[src/hw/rtl/ack_retransmit_controller_assert.svh]
// Assertion helpers shared by the controller RTL.
`ifndef ACK_RETRANSMIT_CONTROLLER_ASSERT_SVH
`define ACK_RETRANSMIT_CONTROLLER_ASSERT_SVH

// Same-cycle implication, disabled while reset is low.
`define ARC_ASSERT_IMP(label, clk, rst_n, ante, cons) \
    label: assert property (@(posedge clk) disable iff (!(rst_n)) (ante) |-> (cons)) \
        else $error("assertion failed");

// Next-cycle implication, disabled while reset is low.
`define ARC_ASSERT_NEXT(label, clk, rst_n, ante, cons) \
    label: assert property (@(posedge clk) disable iff (!(rst_n)) (ante) |=> (cons)) \
        else $error("assertion failed");

`endif

[src/hw/rtl/arc_pkg.sv]
`timescale 1ns / 1ps
// ----------------------------------------------------------------------------
// arc_pkg
// Types, codes and defaults shared by the ack/retransmit controller.
// ----------------------------------------------------------------------------
package arc_pkg;

    localparam int MAX_TEXT_BYTES_DEF = 1024;
    localparam int CHUNK_BYTES_DEF    = 128;

    localparam int MAX_CHUNKS = 8;

    // Input kinds
    localparam logic [2:0] KIND_TICK   = 3'd0;
    localparam logic [2:0] KIND_NOTE   = 3'd1;
    localparam logic [2:0] KIND_SNAP   = 3'd2;
    localparam logic [2:0] KIND_ACK    = 3'd3;
    localparam logic [2:0] KIND_CANCEL = 3'd4;

    // Start status codes
    localparam logic [2:0] STATUS_NONE    = 3'd0;
    localparam logic [2:0] STATUS_STARTED = 3'd1;
    localparam logic [2:0] STATUS_BUSY    = 3'd2;
    localparam logic [2:0] STATUS_PLAYING = 3'd3;
    localparam logic [2:0] STATUS_INVALID = 3'd4;
    localparam logic [2:0] STATUS_RADIO   = 3'd5;

    // Outcome codes
    localparam logic [1:0] OUTCOME_NONE    = 2'd0;
    localparam logic [1:0] OUTCOME_SENT    = 2'd1;
    localparam logic [1:0] OUTCOME_TIMEOUT = 2'd2;

    // Snapshot control types
    localparam logic [1:0] SNAP_COMMIT = 2'd1;

    // Mode codes as reported on the result
    localparam logic [1:0] MODE_CODE_IDLE      = 2'd0;
    localparam logic [1:0] MODE_CODE_SENDING   = 2'd1;
    localparam logic [1:0] MODE_CODE_READY     = 2'd2;
    localparam logic [1:0] MODE_CODE_RESTORING = 2'd3;

    // Configuration register indexes
    localparam logic [1:0] CFG_RETRY_INTERVAL  = 2'd0;
    localparam logic [1:0] CFG_CHUNK_INTERVAL  = 2'd1;
    localparam logic [1:0] CFG_SEND_TIMEOUT    = 2'd2;
    localparam logic [1:0] CFG_RESTORE_TIMEOUT = 2'd3;

    localparam logic [9:0]  RETRY_INTERVAL_RST  = 10'd350;
    localparam logic [9:0]  CHUNK_INTERVAL_RST  = 10'd100;
    localparam logic [15:0] SEND_TIMEOUT_RST    = 16'd30000;
    localparam logic [15:0] RESTORE_TIMEOUT_RST = 16'd8000;

    typedef enum logic [3:0] {
        MODE_IDLE      = 4'b0001,
        MODE_SENDING   = 4'b0010,
        MODE_READY     = 4'b0100,
        MODE_RESTORING = 4'b1000
    } t_mode;

    typedef struct packed {
        logic [2:0]  kind;
        logic [31:0] sequence_req;
        logic [10:0] message_length;
        logic        note_valid;
        logic        chunked_format;
        logic [1:0]  snapshot_control;
        logic        keep_radio;
        logic        radio_playing;
        logic        radio_ok;
        logic        link_connected;
    } t_item;

    typedef struct packed {
        logic [2:0] start_status;
        logic       send_now;
        logic [2:0] chunk_index;
        logic       send_snapshot;
        logic [1:0] outcome;
        logic       busy_res;
        logic [1:0] mode_now;
    } t_res;

    typedef struct packed {
        logic [9:0]  retry_interval;
        logic [9:0]  chunk_interval;
        logic [15:0] send_timeout;
        logic [15:0] restore_timeout;
    } t_cfg;

    function automatic logic [1:0] mode_code(input t_mode m);
        logic [1:0] c;
        unique case (m)
            MODE_IDLE:      c = MODE_CODE_IDLE;
            MODE_SENDING:   c = MODE_CODE_SENDING;
            MODE_READY:     c = MODE_CODE_READY;
            MODE_RESTORING: c = MODE_CODE_RESTORING;
            default:        c = MODE_CODE_IDLE;
        endcase
        return c;
    endfunction

endpackage

[src/hw/rtl/arc_core.sv]
`timescale 1ns / 1ps
// ----------------------------------------------------------------------------
// arc_core
// Transfer state and the one-pass step logic: start, tick, ack and cancel.
// ----------------------------------------------------------------------------
`include "ack_retransmit_controller_assert.svh"

module arc_core #(
    parameter int MAX_TEXT_BYTES = arc_pkg::MAX_TEXT_BYTES_DEF,
    parameter int CHUNK_BYTES    = arc_pkg::CHUNK_BYTES_DEF
) (
    input  logic           i_clk,
    input  logic           i_rst_n,
    input  logic           i_step,
    input  arc_pkg::t_item i_item,
    input  arc_pkg::t_cfg  i_cfg,
    output arc_pkg::t_res  o_res
);
    import arc_pkg::*;

    t_mode       r_mode, n_mode;
    logic        r_is_snapshot, n_is_snapshot;
    logic [31:0] r_active_seq, n_active_seq;
    logic [31:0] r_acked_seq, n_acked_seq;
    logic        r_stay_ready, n_stay_ready;
    logic        r_use_chunk_iv, n_use_chunk_iv;
    logic [2:0]  r_next_chunk, n_next_chunk;
    logic [3:0]  r_chunk_total, n_chunk_total;
    logic [15:0] r_since_start, n_since_start;
    logic [9:0]  r_since_send, n_since_send;
    logic [15:0] r_since_restore, n_since_restore;
    logic        r_link_was_up, n_link_was_up;

    logic        is_snap_start;
    logic        start_bad;
    logic        do_restore;
    logic        do_emit;
    logic [9:0]  interval;
    logic [15:0] len_ext;
    logic [3:0]  chunk_cnt;
    t_res        res;

    // Chunk count: one plus the number of chunk boundaries the text crosses, capped at MAX_CHUNKS.
    always_comb begin
        len_ext   = {5'd0, i_item.message_length};
        chunk_cnt = 4'd1;
        for (int k = 1; k < MAX_CHUNKS; k++) begin
            if (len_ext > 16'(k * CHUNK_BYTES)) begin
                chunk_cnt = chunk_cnt + 4'd1;
            end
        end
    end

    always_comb begin
        n_mode          = r_mode;
        n_is_snapshot   = r_is_snapshot;
        n_active_seq    = r_active_seq;
        n_acked_seq     = r_acked_seq;
        n_stay_ready    = r_stay_ready;
        n_use_chunk_iv  = r_use_chunk_iv;
        n_next_chunk    = r_next_chunk;
        n_chunk_total   = r_chunk_total;
        n_since_start   = r_since_start;
        n_since_send    = r_since_send;
        n_since_restore = r_since_restore;
        n_link_was_up   = r_link_was_up;
        res             = '0;
        res.start_status = STATUS_NONE;
        res.outcome      = OUTCOME_NONE;
        do_restore      = 1'b0;
        do_emit         = 1'b0;
        is_snap_start   = (i_item.kind == KIND_SNAP);
        interval        = r_use_chunk_iv ? i_cfg.chunk_interval : i_cfg.retry_interval;
        if (is_snap_start) begin
            start_bad = (i_item.sequence_req == 32'd0) ||
                        (i_item.snapshot_control > SNAP_COMMIT);
        end else begin
            start_bad = !i_item.note_valid || (i_item.message_length == 11'd0) ||
                        (len_ext > 16'(MAX_TEXT_BYTES));
        end

        unique case (i_item.kind) inside
            KIND_TICK: begin
                if (r_mode == MODE_SENDING) begin
                    if (r_since_start != 16'hFFFF) n_since_start = r_since_start + 16'd1;
                    if (r_since_send != 10'h3FF) n_since_send = r_since_send + 10'd1;
                    n_acked_seq = '0;
                    if (r_acked_seq == r_active_seq) begin
                        res.outcome = OUTCOME_SENT;
                        if (r_stay_ready) n_mode = MODE_READY;
                        else do_restore = 1'b1;
                    end else if (n_since_start >= i_cfg.send_timeout) begin
                        res.outcome = OUTCOME_TIMEOUT;
                        do_restore  = 1'b1;
                    end else if (n_since_send >= interval) begin
                        do_emit = 1'b1;
                    end
                end else if (r_mode == MODE_RESTORING) begin
                    if (r_since_restore != 16'hFFFF) begin
                        n_since_restore = r_since_restore + 16'd1;
                    end
                    if (i_item.link_connected || n_since_restore >= i_cfg.restore_timeout) begin
                        n_mode = MODE_IDLE;
                    end
                end
            end
            KIND_NOTE, KIND_SNAP: begin
                if (r_mode == MODE_SENDING || r_mode == MODE_RESTORING) begin
                    res.start_status = STATUS_BUSY;
                end else if (i_item.radio_playing) begin
                    res.start_status = STATUS_PLAYING;
                end else if (start_bad) begin
                    res.start_status = STATUS_INVALID;
                end else begin
                    n_is_snapshot = is_snap_start;
                    n_stay_ready  = i_item.keep_radio;
                    n_next_chunk  = '0;
                    if (is_snap_start) begin
                        n_active_seq   = i_item.sequence_req;
                        n_use_chunk_iv = 1'b0;
                        n_chunk_total  = 4'd1;
                    end else begin
                        n_active_seq   = (i_item.sequence_req == 32'd0) ? 32'd1
                                                                        : i_item.sequence_req;
                        n_use_chunk_iv = i_item.chunked_format;
                        n_chunk_total  = chunk_cnt;
                    end
                    n_acked_seq = '0;
                    // Link state is sampled only when the radio session is opened here.
                    if (r_mode != MODE_READY) n_link_was_up = i_item.link_connected;
                    if (!i_item.radio_ok) begin
                        res.start_status = STATUS_RADIO;
                        do_restore       = 1'b1;
                    end else begin
                        res.start_status = STATUS_STARTED;
                        n_mode           = MODE_SENDING;
                        n_since_start    = '0;
                        do_emit          = 1'b1;
                    end
                end
            end
            KIND_ACK: begin
                if ((r_mode == MODE_SENDING || r_mode == MODE_READY) &&
                    i_item.sequence_req == r_active_seq) begin
                    n_acked_seq = i_item.sequence_req;
                end
            end
            KIND_CANCEL: begin
                if (r_mode == MODE_SENDING || r_mode == MODE_READY) do_restore = 1'b1;
            end
            default: begin
            end
        endcase

        if (do_restore) begin
            if (n_link_was_up) begin
                n_since_restore = '0;
                n_mode          = MODE_RESTORING;
            end else begin
                n_mode = MODE_IDLE;
            end
        end

        if (do_emit) begin
            res.send_now      = 1'b1;
            res.send_snapshot = n_is_snapshot;
            res.chunk_index   = n_is_snapshot ? 3'd0 : n_next_chunk;
            n_since_send      = '0;
            // Rotate modulo the chunk count; a zero count behaves as one.
            if (!n_is_snapshot) begin
                if (({1'b0, n_next_chunk} + 4'd1) >= n_chunk_total) n_next_chunk = '0;
                else n_next_chunk = n_next_chunk + 3'd1;
            end
        end

        res.mode_now = mode_code(n_mode);
        res.busy_res = (n_mode == MODE_SENDING) || (n_mode == MODE_RESTORING);
    end

    assign o_res = res;

    always_ff @(posedge i_clk) begin
        if (!i_rst_n) begin
            r_mode          <= MODE_IDLE;
            r_is_snapshot   <= 1'b0;
            r_active_seq    <= '0;
            r_acked_seq     <= '0;
            r_stay_ready    <= 1'b0;
            r_use_chunk_iv  <= 1'b0;
            r_next_chunk    <= '0;
            r_chunk_total   <= '0;
            r_since_start   <= '0;
            r_since_send    <= '0;
            r_since_restore <= '0;
            r_link_was_up   <= 1'b0;
        end else if (i_step) begin
            r_mode          <= n_mode;
            r_is_snapshot   <= n_is_snapshot;
            r_active_seq    <= n_active_seq;
            r_acked_seq     <= n_acked_seq;
            r_stay_ready    <= n_stay_ready;
            r_use_chunk_iv  <= n_use_chunk_iv;
            r_next_chunk    <= n_next_chunk;
            r_chunk_total   <= n_chunk_total;
            r_since_start   <= n_since_start;
            r_since_send    <= n_since_send;
            r_since_restore <= n_since_restore;
            r_link_was_up   <= n_link_was_up;
        end
    end

    `ARC_ASSERT_IMP(a_chunk_in_range, i_clk, i_rst_n,
        r_mode == MODE_SENDING && !r_is_snapshot, {1'b0, r_next_chunk} < r_chunk_total)
    `ARC_ASSERT_IMP(a_chunk_total_max, i_clk, i_rst_n, 1'b1, r_chunk_total <= 4'(MAX_CHUNKS))
    `ARC_ASSERT_NEXT(a_outcome_ends_send, i_clk, i_rst_n,
        i_step && o_res.outcome != OUTCOME_NONE, r_mode != MODE_SENDING)

endmodule

[src/hw/rtl/ack_retransmit_controller.sv]
`timescale 1ns / 1ps
// ----------------------------------------------------------------------------
// ack_retransmit_controller
// Repeat-until-acknowledged transmit controller with stream in/out channels.
// ----------------------------------------------------------------------------
// Usage:
//   Slave channel carries one event per transfer: tuser is the kind (tick,
//   start note, start snapshot, ack, cancel), tdata the event fields.
//   Master channel returns exactly one result per event: start status, send
//   request with chunk index, outcome and the mode after the event.
//   Configuration registers (intervals and timeouts) are written through
//   i_cfg_we/i_cfg_idx/i_cfg_data while no event is in flight.
//   An accepted event waits in the input register until the result register
//   is free or draining (two register stages: input and result register).
//   Throughput: one event per cycle while the receiver takes results; the whole
//   step is one pass of compares and counter updates between the two registers.
//   Reset: mode idle, all timers and sequences zero, registers at defaults,
//   both channels empty.
//   Receiver stall: the result register holds; one more event is taken into
//   the input register, after which s tready falls until the result drains.
// ----------------------------------------------------------------------------
`include "ack_retransmit_controller_assert.svh"

module ack_retransmit_controller #(
    parameter int MAX_TEXT_BYTES = arc_pkg::MAX_TEXT_BYTES_DEF,
    parameter int CHUNK_BYTES    = arc_pkg::CHUNK_BYTES_DEF
) (
    input  logic        i_clk,
    input  logic        i_rst_n,
    // tdata: sequence_req[31:0], message_length[42:32], note_valid[43],
    //        chunked_format[44], snapshot_control[46:45], keep_radio[47],
    //        radio_playing[48], radio_ok[49], link_connected[50], zero fill
    input  logic        i_s_axis_tvalid,
    output logic        o_s_axis_tready,
    input  logic [55:0] i_s_axis_tdata,
    // tuser: kind[2:0]
    input  logic [2:0]  i_s_axis_tuser,
    // tdata: start_status[2:0], send_now[3], chunk_index[6:4],
    //        send_snapshot[7], outcome[9:8], busy_res[10], mode_now[12:11],
    //        zero fill
    output logic        o_m_axis_tvalid,
    input  logic        i_m_axis_tready,
    output logic [15:0] o_m_axis_tdata,
    input  logic        i_cfg_we,
    input  logic [1:0]  i_cfg_idx,
    input  logic [15:0] i_cfg_data
);
    import arc_pkg::*;

    logic  r_in_valid;
    t_item r_in;
    logic  r_out_valid;
    t_res  r_out;
    t_cfg  r_cfg;
    t_res  step_res;
    logic  advance;

    assign advance         = r_in_valid && (!r_out_valid || i_m_axis_tready);
    assign o_s_axis_tready = !r_in_valid || advance;

    // Input register: latch a transfer whenever the slot is free or draining.
    always_ff @(posedge i_clk) begin
        if (!i_rst_n) begin
            r_in_valid <= 1'b0;
        end else if (o_s_axis_tready) begin
            r_in_valid <= i_s_axis_tvalid;
        end
    end

    always_ff @(posedge i_clk) begin
        if (o_s_axis_tready && i_s_axis_tvalid) begin
            r_in.kind             <= i_s_axis_tuser;
            r_in.sequence_req     <= i_s_axis_tdata[31:0];
            r_in.message_length   <= i_s_axis_tdata[42:32];
            r_in.note_valid       <= i_s_axis_tdata[43];
            r_in.chunked_format   <= i_s_axis_tdata[44];
            r_in.snapshot_control <= i_s_axis_tdata[46:45];
            r_in.keep_radio       <= i_s_axis_tdata[47];
            r_in.radio_playing    <= i_s_axis_tdata[48];
            r_in.radio_ok         <= i_s_axis_tdata[49];
            r_in.link_connected   <= i_s_axis_tdata[50];
        end
    end

    always_ff @(posedge i_clk) begin
        if (!i_rst_n) begin
            r_cfg.retry_interval  <= RETRY_INTERVAL_RST;
            r_cfg.chunk_interval  <= CHUNK_INTERVAL_RST;
            r_cfg.send_timeout    <= SEND_TIMEOUT_RST;
            r_cfg.restore_timeout <= RESTORE_TIMEOUT_RST;
        end else if (i_cfg_we) begin
            unique case (i_cfg_idx)
                CFG_RETRY_INTERVAL:  r_cfg.retry_interval  <= i_cfg_data[9:0];
                CFG_CHUNK_INTERVAL:  r_cfg.chunk_interval  <= i_cfg_data[9:0];
                CFG_SEND_TIMEOUT:    r_cfg.send_timeout    <= i_cfg_data;
                CFG_RESTORE_TIMEOUT: r_cfg.restore_timeout <= i_cfg_data;
                default: begin
                end
            endcase
        end
    end

    arc_core #(
        .MAX_TEXT_BYTES (MAX_TEXT_BYTES),
        .CHUNK_BYTES    (CHUNK_BYTES)
    ) u_core (
        .i_clk   (i_clk),
        .i_rst_n (i_rst_n),
        .i_step  (advance),
        .i_item  (r_in),
        .i_cfg   (r_cfg),
        .o_res   (step_res)
    );

    // Result register: hold while the receiver stalls.
    always_ff @(posedge i_clk) begin
        if (!i_rst_n) begin
            r_out_valid <= 1'b0;
        end else if (advance) begin
            r_out_valid <= 1'b1;
        end else if (i_m_axis_tready) begin
            r_out_valid <= 1'b0;
        end
    end

    always_ff @(posedge i_clk) begin
        if (advance) begin
            r_out <= step_res;
        end
    end

    assign o_m_axis_tvalid = r_out_valid;
    assign o_m_axis_tdata  = {3'd0, r_out.mode_now, r_out.busy_res, r_out.outcome,
                              r_out.send_snapshot, r_out.chunk_index, r_out.send_now,
                              r_out.start_status};

    `ARC_ASSERT_IMP(a_stall_has_item, i_clk, i_rst_n, !o_s_axis_tready, r_in_valid)
    `ARC_ASSERT_IMP(a_busy_matches_mode, i_clk, i_rst_n, r_out_valid,
        r_out.busy_res == (r_out.mode_now == MODE_CODE_SENDING ||
                           r_out.mode_now == MODE_CODE_RESTORING))
    `ARC_ASSERT_IMP(a_quiet_no_chunk, i_clk, i_rst_n, r_out_valid && !r_out.send_now,
        r_out.chunk_index == 3'd0 && !r_out.send_snapshot)

endmodule

[config.mk]
export PLATFORM = sky130hd
export DESIGN_NAME = ack_retransmit_controller
export DESIGN_NICKNAME = d
export VERILOG_FILES = /design/src/hw/rtl/arc_pkg.sv /design/src/hw/rtl/arc_core.sv /design/src/hw/rtl/ack_retransmit_controller.sv
export VERILOG_INCLUDE_DIRS = /design/src /design/src/hw/rtl
export SDC_FILE = /design/constraint.sdc
export NUM_CORES = 1
export LEC_CHECK = 0
export BUFFER_PORTS_ARGS = -buffer_cell sky130_fd_sc_hd__buf_2
export CORE_ASPECT_RATIO = 1.4
export CORE_MARGIN = 8
export CORE_UTILIZATION = 40
export DETAILED_ROUTE_END_ITERATION = 10
export HOLD_SLACK_MARGIN = 0.15
export PLACE_DENSITY = 0.61
export SLEW_MARGIN = 30
export SYNTH_ARGS = -nofsm -noshare
export SYNTH_HDL_FRONTEND = slang
export SYNTH_SLANG_ARGS = --single-unit
[constraint.sdc]
create_clock -name i_clk -period 4.9 [get_ports i_clk]
set_input_delay 0.98 -clock i_clk [delete_from_list [all_inputs] [get_ports i_clk]]
set_output_delay 0.98 -clock i_clk [all_outputs]
set_load 0.03 [all_outputs]
======== Word level (Yosys, flattened, before mapping) ========
Cells that the tools add are included.
operators by class
  $add $sub $neg .......................... 11
  $lt $le $gt $ge ......................... 13
  eq/ne operators ......................... 25
  muxes and demuxes ....................... 105
  bitwise operators ....................... 7
  reduce and logical (&&, ||, !) cells .... 38
operators by type and width
  cell                                                             count
  two-way mux 16 bit                                               17
  two-way mux 32 bit                                               7
  case mux 32 bit (3 select lines)                                 1
  two-way mux 4 bit                                                22
  two-way mux 10 bit                                               7
  == test 32 bit                                                   2
  greater-than comparator 11 x 10 -> 1 bit, second input constant  4
  adder 16 x 1 -> 16 bit, second input constant                    2
  >= comparator 16 bit                                             2
  zero test 32 bit                                                 1
  inequality test 16 bit, second input constant                    2
  case mux 16 bit (2 select lines)                                 1
  two-way mux 1 bit                                                31
  two-way mux 3 bit                                                10
  greater-than comparator 11 x 9 -> 1 bit, second input constant   2
  adder 4 x 1 -> 4 bit, second input constant                      5
  AND reduction 7 bit                                              2
  inequality test 2 bit, second input constant                     6
  greater-than comparator 11 bit, second input constant            1
  greater-than comparator 11 x 8 -> 1 bit, second input constant   1
  zero test 11 bit                                                 1
  adder 10 x 1 -> 10 bit, second input constant                    1
  >= comparator 10 bit                                             1
  inequality test 10 bit, second input constant                    1
  33 further kinds                                                 69
storage, ports and cells
  register bits ........................... 242
  bits of input ports ..................... 82
  output and inout bits ................... 18

======== Depth between registers and ports, before layout ========
  word-level depth ........................ 23
  mapped depth ............................ 22
  mapped depth without buffers ............ 21

======== By module ========
A second synthesis with hierarchy kept.
unflattened totals
  cell total of the unflattened synthesis .. 1383
  area, all modules ....................... 12879.9 µm²
by module, submodules not included
  module                     instances  cells an instance  area each (µm²)  seq. area each (µm²)
  arc_core                   1          1096               8612.0           2422.3
  ack_retransmit_controller  1          287                4267.8           3093.0

======== Worst setup path before layout ========
No wires, ideal clock.
  kind .................................... register to register
  from .................................... register r_in[10] (netlist bit)
  to ...................................... register u_core.r_next_chunk[2]
  library setup time ...................... 0.070 ns
  arrival time ............................ 5.386 ns
  slack ................................... -0.556 ns
  stages on the path, launching flop included .. 22
  clock period less this slack ............ 5.456 ns
  cells stage by stage .................... edfxtp_1 or4_1 buf_2 or3_1 nand2_1 nand2_1 fa_1 buf_2 or4_1 a31oi_1 ha_1 mux2_2 ha_1 mux2_2 a22oi_1 ha_1 a21o_1 a21o_1 a21oi_1 nand4_1 mux2_2 a21oi_1
between the ends
  word-level cells in the longest chain between the ends .. 23
  elaborated cells between the ends (all ways) .. 48
RTL lines
  what                                     RTL line                         source
  start: declaration                       ack_retransmit_controller.sv:51  t_item r_in;
  greater-than comparator 11 x 8 -> 1 bit  arc_core.sv:48                   if (len_ext > 16'(k * CHUNK_BYTES)) begin
  two-way mux 2 bit                        arc_core.sv:48
  adder 2 x 1 -> 3 bit                     arc_core.sv:49                   chunk_cnt = chunk_cnt + 4'd1;
  two-way mux 4 bit                        arc_core.sv:48
  adder 4 x 1 -> 4 bit                     arc_core.sv:49
  two-way mux 4 bit                        arc_core.sv:48
  adder 4 x 1 -> 4 bit                     arc_core.sv:49
  two-way mux 4 bit                        arc_core.sv:48
  (+7 left out)                            --
  two-way mux 4 bit                        arc_core.sv:112                  end else if (start_bad) begin
  two-way mux 4 bit                        arc_core.sv:110                  end else if (i_item.radio_playing) begin
  two-way mux 4 bit                        arc_core.sv:108                  if (r_mode == MODE_SENDING || r_mode == MODE_RESTORING) begin
  two-way mux 4 bit                        arc_core.sv:82                   unique case (i_item.kind) inside
  >= comparator 4 bit                      arc_core.sv:171                  if (({1'b0, n_next_chunk} + 4'd1) >= n_chunk_total) n_next_chunk = '0;
  two-way mux 3 bit                        arc_core.sv:171
  two-way mux 3 bit                        arc_core.sv:170                  if (!n_is_snapshot) begin
  two-way mux 3 bit *                      arc_core.sv:164                  if (do_emit) begin
  end signal: assignment                   arc_core.sv:203                  r_next_chunk <= n_next_chunk;
  end: declaration                         arc_core.sv:27                   logic [2:0] r_next_chunk, n_next_chunk;
Mark *: on every way between the ends. The rest lies on a longest branch, timed or not.
A chain may end at the register's enable or synchronous reset.

======== Final worst setup path ========
  from .................................... register r_in[12] (netlist bit)
  to ...................................... register u_core.r_next_chunk[2]
Same word-level chain as after synthesis.

==> results.sh <==
export IMPL_status="finished, violations left"
export IMPL_violations="negative setup slack"
export IMPL_worstSetupPathType="reg2reg"
export IMPL_initial_core_util_pct=40.6
export IMPL_synthDistinctLibCells=67
export IMPL_power_per_cell_area_nw_per_um2=312
export IMPL_cts_path_max_buffers=3
export IMPL_finalHoldViolCount=0
export IMPL_placed_area_um2=13400
export IMPL_synth_top_area_share_pct=28.1
export IMPL_ir_worst_vdd_mv=0.251
export IMPL_maxSlewViolCount=0
export IMPL_crit_family="simple AND/OR/NAND/NOR gates"
export IMPL_drv_cap=0
export IMPL_timing_fmax_mhz=198
export IMPL_hp_class="reg2reg"
export IMPL_clk_insertion_delay_late_ns=0.55
export IMPL_vias=10200
export IMPL_final_nets=1658
export IMPL_worst_ep_required_time_ns=5.38
export IMPL_fin_ws_ns=-0.141
export IMPL_dp_hpwl_um=22400
export IMPL_final_cell_area_um2=14400
export IMPL_row_count=76
export IMPL_htree_num_levels=1
export IMPL_finalSetupViolations=3
export IMPL_grt_usage_pct=16.6
export IMPL_path_clk_slew_ns=0.06
export IMPL_dp_cells=1875
export IMPL_power_mw=4.48
export IMPL_skew_ns=0.0143
export IMPL_grt_max_degree=65
export IMPL_relSlewSlack_pct=36.9
export IMPL_gp_congestion=0.839
export IMPL_diodes=0
export IMPL_arrival_ns=5.52
export IMPL_drive_gt1_share_pct=14.5
export IMPL_grt_setup_unrepaired="true"
export IMPL_netlist_area_um2=12500
export IMPL_fin_crit_ns=5.04
export IMPL_wl_um=30900
export IMPL_wl_per_cell_um=16.0
export IMPL_final_util_pct=46.8
export IMPL_hold_buffers=0
export IMPL_drt_first_pass_iters=5
export IMPL_synth_edf_count=65
export IMPL_viasPerCell=5.28
export IMPL_die_h_um=225
export IMPL_crit_buf_inv=0
export IMPL_synth_flop_cell="dfxtp_1"
export IMPL_die_w_um=165
export IMPL_clock_root_buffer="clkbuf_16"
export IMPL_die_area_um2=37100
export IMPL_antenna_found_initial=0
export IMPL_critPathMaxStageDelay_ns=0.56
export IMPL_worstPathMaxFanout=3
export IMPL_crit_top_cell="mux2_4"
export IMPL_dp_slack_ns=-0.351
export IMPL_ys_seq_area_share_pct=43.8
export IMPL_yosysTopAreaCell="dfxtp_1"
export IMPL_areaGrowthSynthToFinish_pct=15.3
export IMPL_netlist_instances=1432
export IMPL_synthArstFlopShare_pct=0
export IMPL_ant_nets=0
export IMPL_instances_no_fill=1929
export IMPL_ioPinCount=100
export IMPL_power_leakage_nw=5.70
export IMPL_start_kind="flip-flop"
export IMPL_overflow=0
export IMPL_path_cells="or4_4 > or3_4 > nand2_2 > nand2_2 > fa_2 > o21a_1 > or4_4 > a31oi_4 > ha_4 > mux2_4 > ha_4 > mux2_4 > a22oi_2 > ha_1 > a21o_1 > a21o_1 > a21oi_2 > nand4_1 > mux2_4 > a21oi_2"
export IMPL_worstMarginPinSlew_ns=0.940
export IMPL_crit_path_top_delay_cell="or4_4"
export IMPL_yosysWarningCount=0
export IMPL_numClockSinks=240
export IMPL_drt_iter0_markers=572
export IMPL_io_buffer_count=90
export IMPL_numCtsBuffers=26
export IMPL_grt_first_pass_wirelength_um=50200
export IMPL_first_global_vias=10100
export IMPL_synth_ff_latch_count=240
export IMPL_synth_area_top_cells="dfxtp_1, edfxtp_1, nand2_1, a21oi_1, ha_1"
export IMPL_post_route_period_util_pct=103
export IMPL_post_route_drc_count=0
export IMPL_core_area_um2=30700
export IMPL_cts_tree="done"
export IMPL_syn_avg_cell_area_um2=8.70
export IMPL_crit_path_end_kind="flip-flop"
[Yosys cell counts, drive strengths merged (4+ instances only)]
| master | count |
|---|---|
| nand2b | 13 |
| and2 | 11 |
| xor2 | 79 |
| edfxtp | 65 |
| xnor2 | 34 |
| o211ai | 20 |
| o31ai | 4 |
| or4 | 5 |
| a21oi | 152 |
| nand3 | 36 |
| dfxtp | 175 |
| nand3b | 9 |
| nand2 | 290 |
| ha | 56 |
| inv | 49 |
| and3 | 15 |
| nor4 | 34 |
| o21ai | 28 |
| clkbuf | 59 |
| mux2 | 10 |
| buf | 18 |
| nor3 | 18 |
| a211oi | 7 |
| a22oi | 5 |
| nor3b | 5 |
| and4 | 7 |
| o21a | 7 |
| or3 | 5 |
| a31oi | 11 |
| nor2 | 74 |
| a21o | 13 |
| nor2b | 6 |
| or2 | 35 |
| nand4 | 27 |
| mux2i | 14 |
[per-stage QoR]
stage	hold WS, ns	TNS, ns
final	0.456	-0.278
after global routing	0.479	-0.844
after CTS	0.458	-0.404
after detailed placement	0.449	-0.911
after global placement	0.441	-0.625
after floorplan	0.433	-0.414
[flip-flops by register name (all words and copies together), names as in the netlist, 3 cells and up]
name	cells
r_in	53
u_core.r_since_start	16
u_core.r_next_chunk	3
u_core.r_chunk_total	4
u_core.r_since_restore	16
o_m_axis_tdata	12
u_core.r_acked_seq	32
u_core.r_since_send	10
u_core.r_mode	4
r_cfg	52
u_core.r_active_seq	32
[final timing paths]
check	from	endpoint	cells after the start	slack [ns]
worst min-delay path	r_cfg[27]$_SDFFE_PN0P_	r_cfg[27]$_SDFFE_PN0P_	2	0.46
worst max-delay path	r_in[12]$_DFFE_PP_	u_core.r_next_chunk[2]$_SDFFE_PN0P_	20	-0.14
worst max register to register	r_in[12]$_DFFE_PP_	u_core.r_next_chunk[2]$_SDFFE_PN0P_	20	-0.14
worst min register to register	r_cfg[27]$_SDFFE_PN0P_	r_cfg[27]$_SDFFE_PN0P_	2	0.46
[cells by family (layout without fill, tap and decap cells)]
logic type,count (synthesis),count (layout),synth area share [%]
AND/OR/NAND/NOR,598,598,22.9
AO/OA/AOI/OAI,273,273,13.3
flip-flops,240,240,43.8
buffers and inverters,126,231,4.24
XOR/XNOR,113,113,7.94
adder cells (fa/ha/maj),57,57,5.78
multiplexers,24,24,2.03
other,1,3,0.0301
[area by class of cell]
class	count	area, um2
timing repair buffer	134	781
clock buffer	40	754
clock inverter	8	106
multi-input combinational	1068	6600
sequential	240	5460
fill	3009	16300
tap	390	488
inverter	49	186
[layout by cell type, fill, tap and decap left out, types with 5 or more instances in the layout]
| master | netlist | final |
|---|---|---|
| ha_1 | 56 | 54 |
| buf_4 | 5 | 44 |
| nor4_1 | 34 | 33 |
| edfxtp_1 | 65 | 65 |
| nand2_1 | 289 | 287 |
| o21a_1 | 7 | 7 |
| a21oi_1 | 149 | 147 |
| o211ai_1 | 20 | 20 |
| and3_1 | 15 | 15 |
| clkbuf_1 | 59 | 8 |
| and4_1 | 7 | 7 |
| and2_1 | 8 | 7 |
| nor3_1 | 18 | 18 |
| o21ai_0 | 28 | 27 |
| a31oi_1 | 11 | 10 |
| nor2_1 | 74 | 72 |
| or2_0 | 28 | 28 |
| mux2_2 | 10 | 7 |
| nand3b_1 | 9 | 9 |
| nand2b_1 | 13 | 13 |
| clkbuf_16 | 0 | 26 |
| clkbuf_8 | 0 | 5 |
| nand3_1 | 36 | 36 |
| dfxtp_1 | 175 | 175 |
| xnor2_1 | 34 | 34 |
| nand4_1 | 27 | 27 |
| nor3b_1 | 5 | 5 |
| a21o_1 | 13 | 13 |
| or2_2 | 7 | 7 |
| nor2b_1 | 6 | 6 |
| mux2i_1 | 14 | 14 |
| buf_2 | 5 | 90 |
| inv_1 | 49 | 48 |
| a211oi_1 | 7 | 7 |
| xor2_1 | 79 | 79 |
| a21oi_2 | 3 | 5 |
[worst min-delay path, delay by kind of cell, from the launching register on]
family	cells	cell delay (ns)
AND/OR/NAND/NOR	1	0.05
AO/OA/AOI/OAI	1	0.05
flip-flops	1	0.31
[power by group]
| group | switching, mW | internal [mW] |
|---|---|---|
| Clock | 0.810 | 1.17 |
| Combinational | 0.216 | 0.143 |
| Sequential | 0.0466 | 2.10 |
| Total | 1.07 | 3.41 |
[metal layers]
| layer | part of all wire, % | vias up | wire length (um) | GRT usage (%) |
|---|---|---|---|---|
| li1 | - | 5150 | - | - |
| met1 | 42 | 4768 | 12900 | 19.2 |
| met2 | 51 | 201 | 15700 | 29.7 |
| met3 | 4.4 | 58 | 1350 | 2.74 |
| met4 | 3.2 | 0 | 980 | 6.21 |
| met5 | 0 | - | 0 | 0 |
[timing repair]
action	CTS	global route
pin swaps	7	8
endpoints found under the hold margin	0	0
setup endpoints to repair	3	3
buffers inserted	4	2
resized for setup	6	3
No activity file was read; power rests on OpenSTA's default activity.
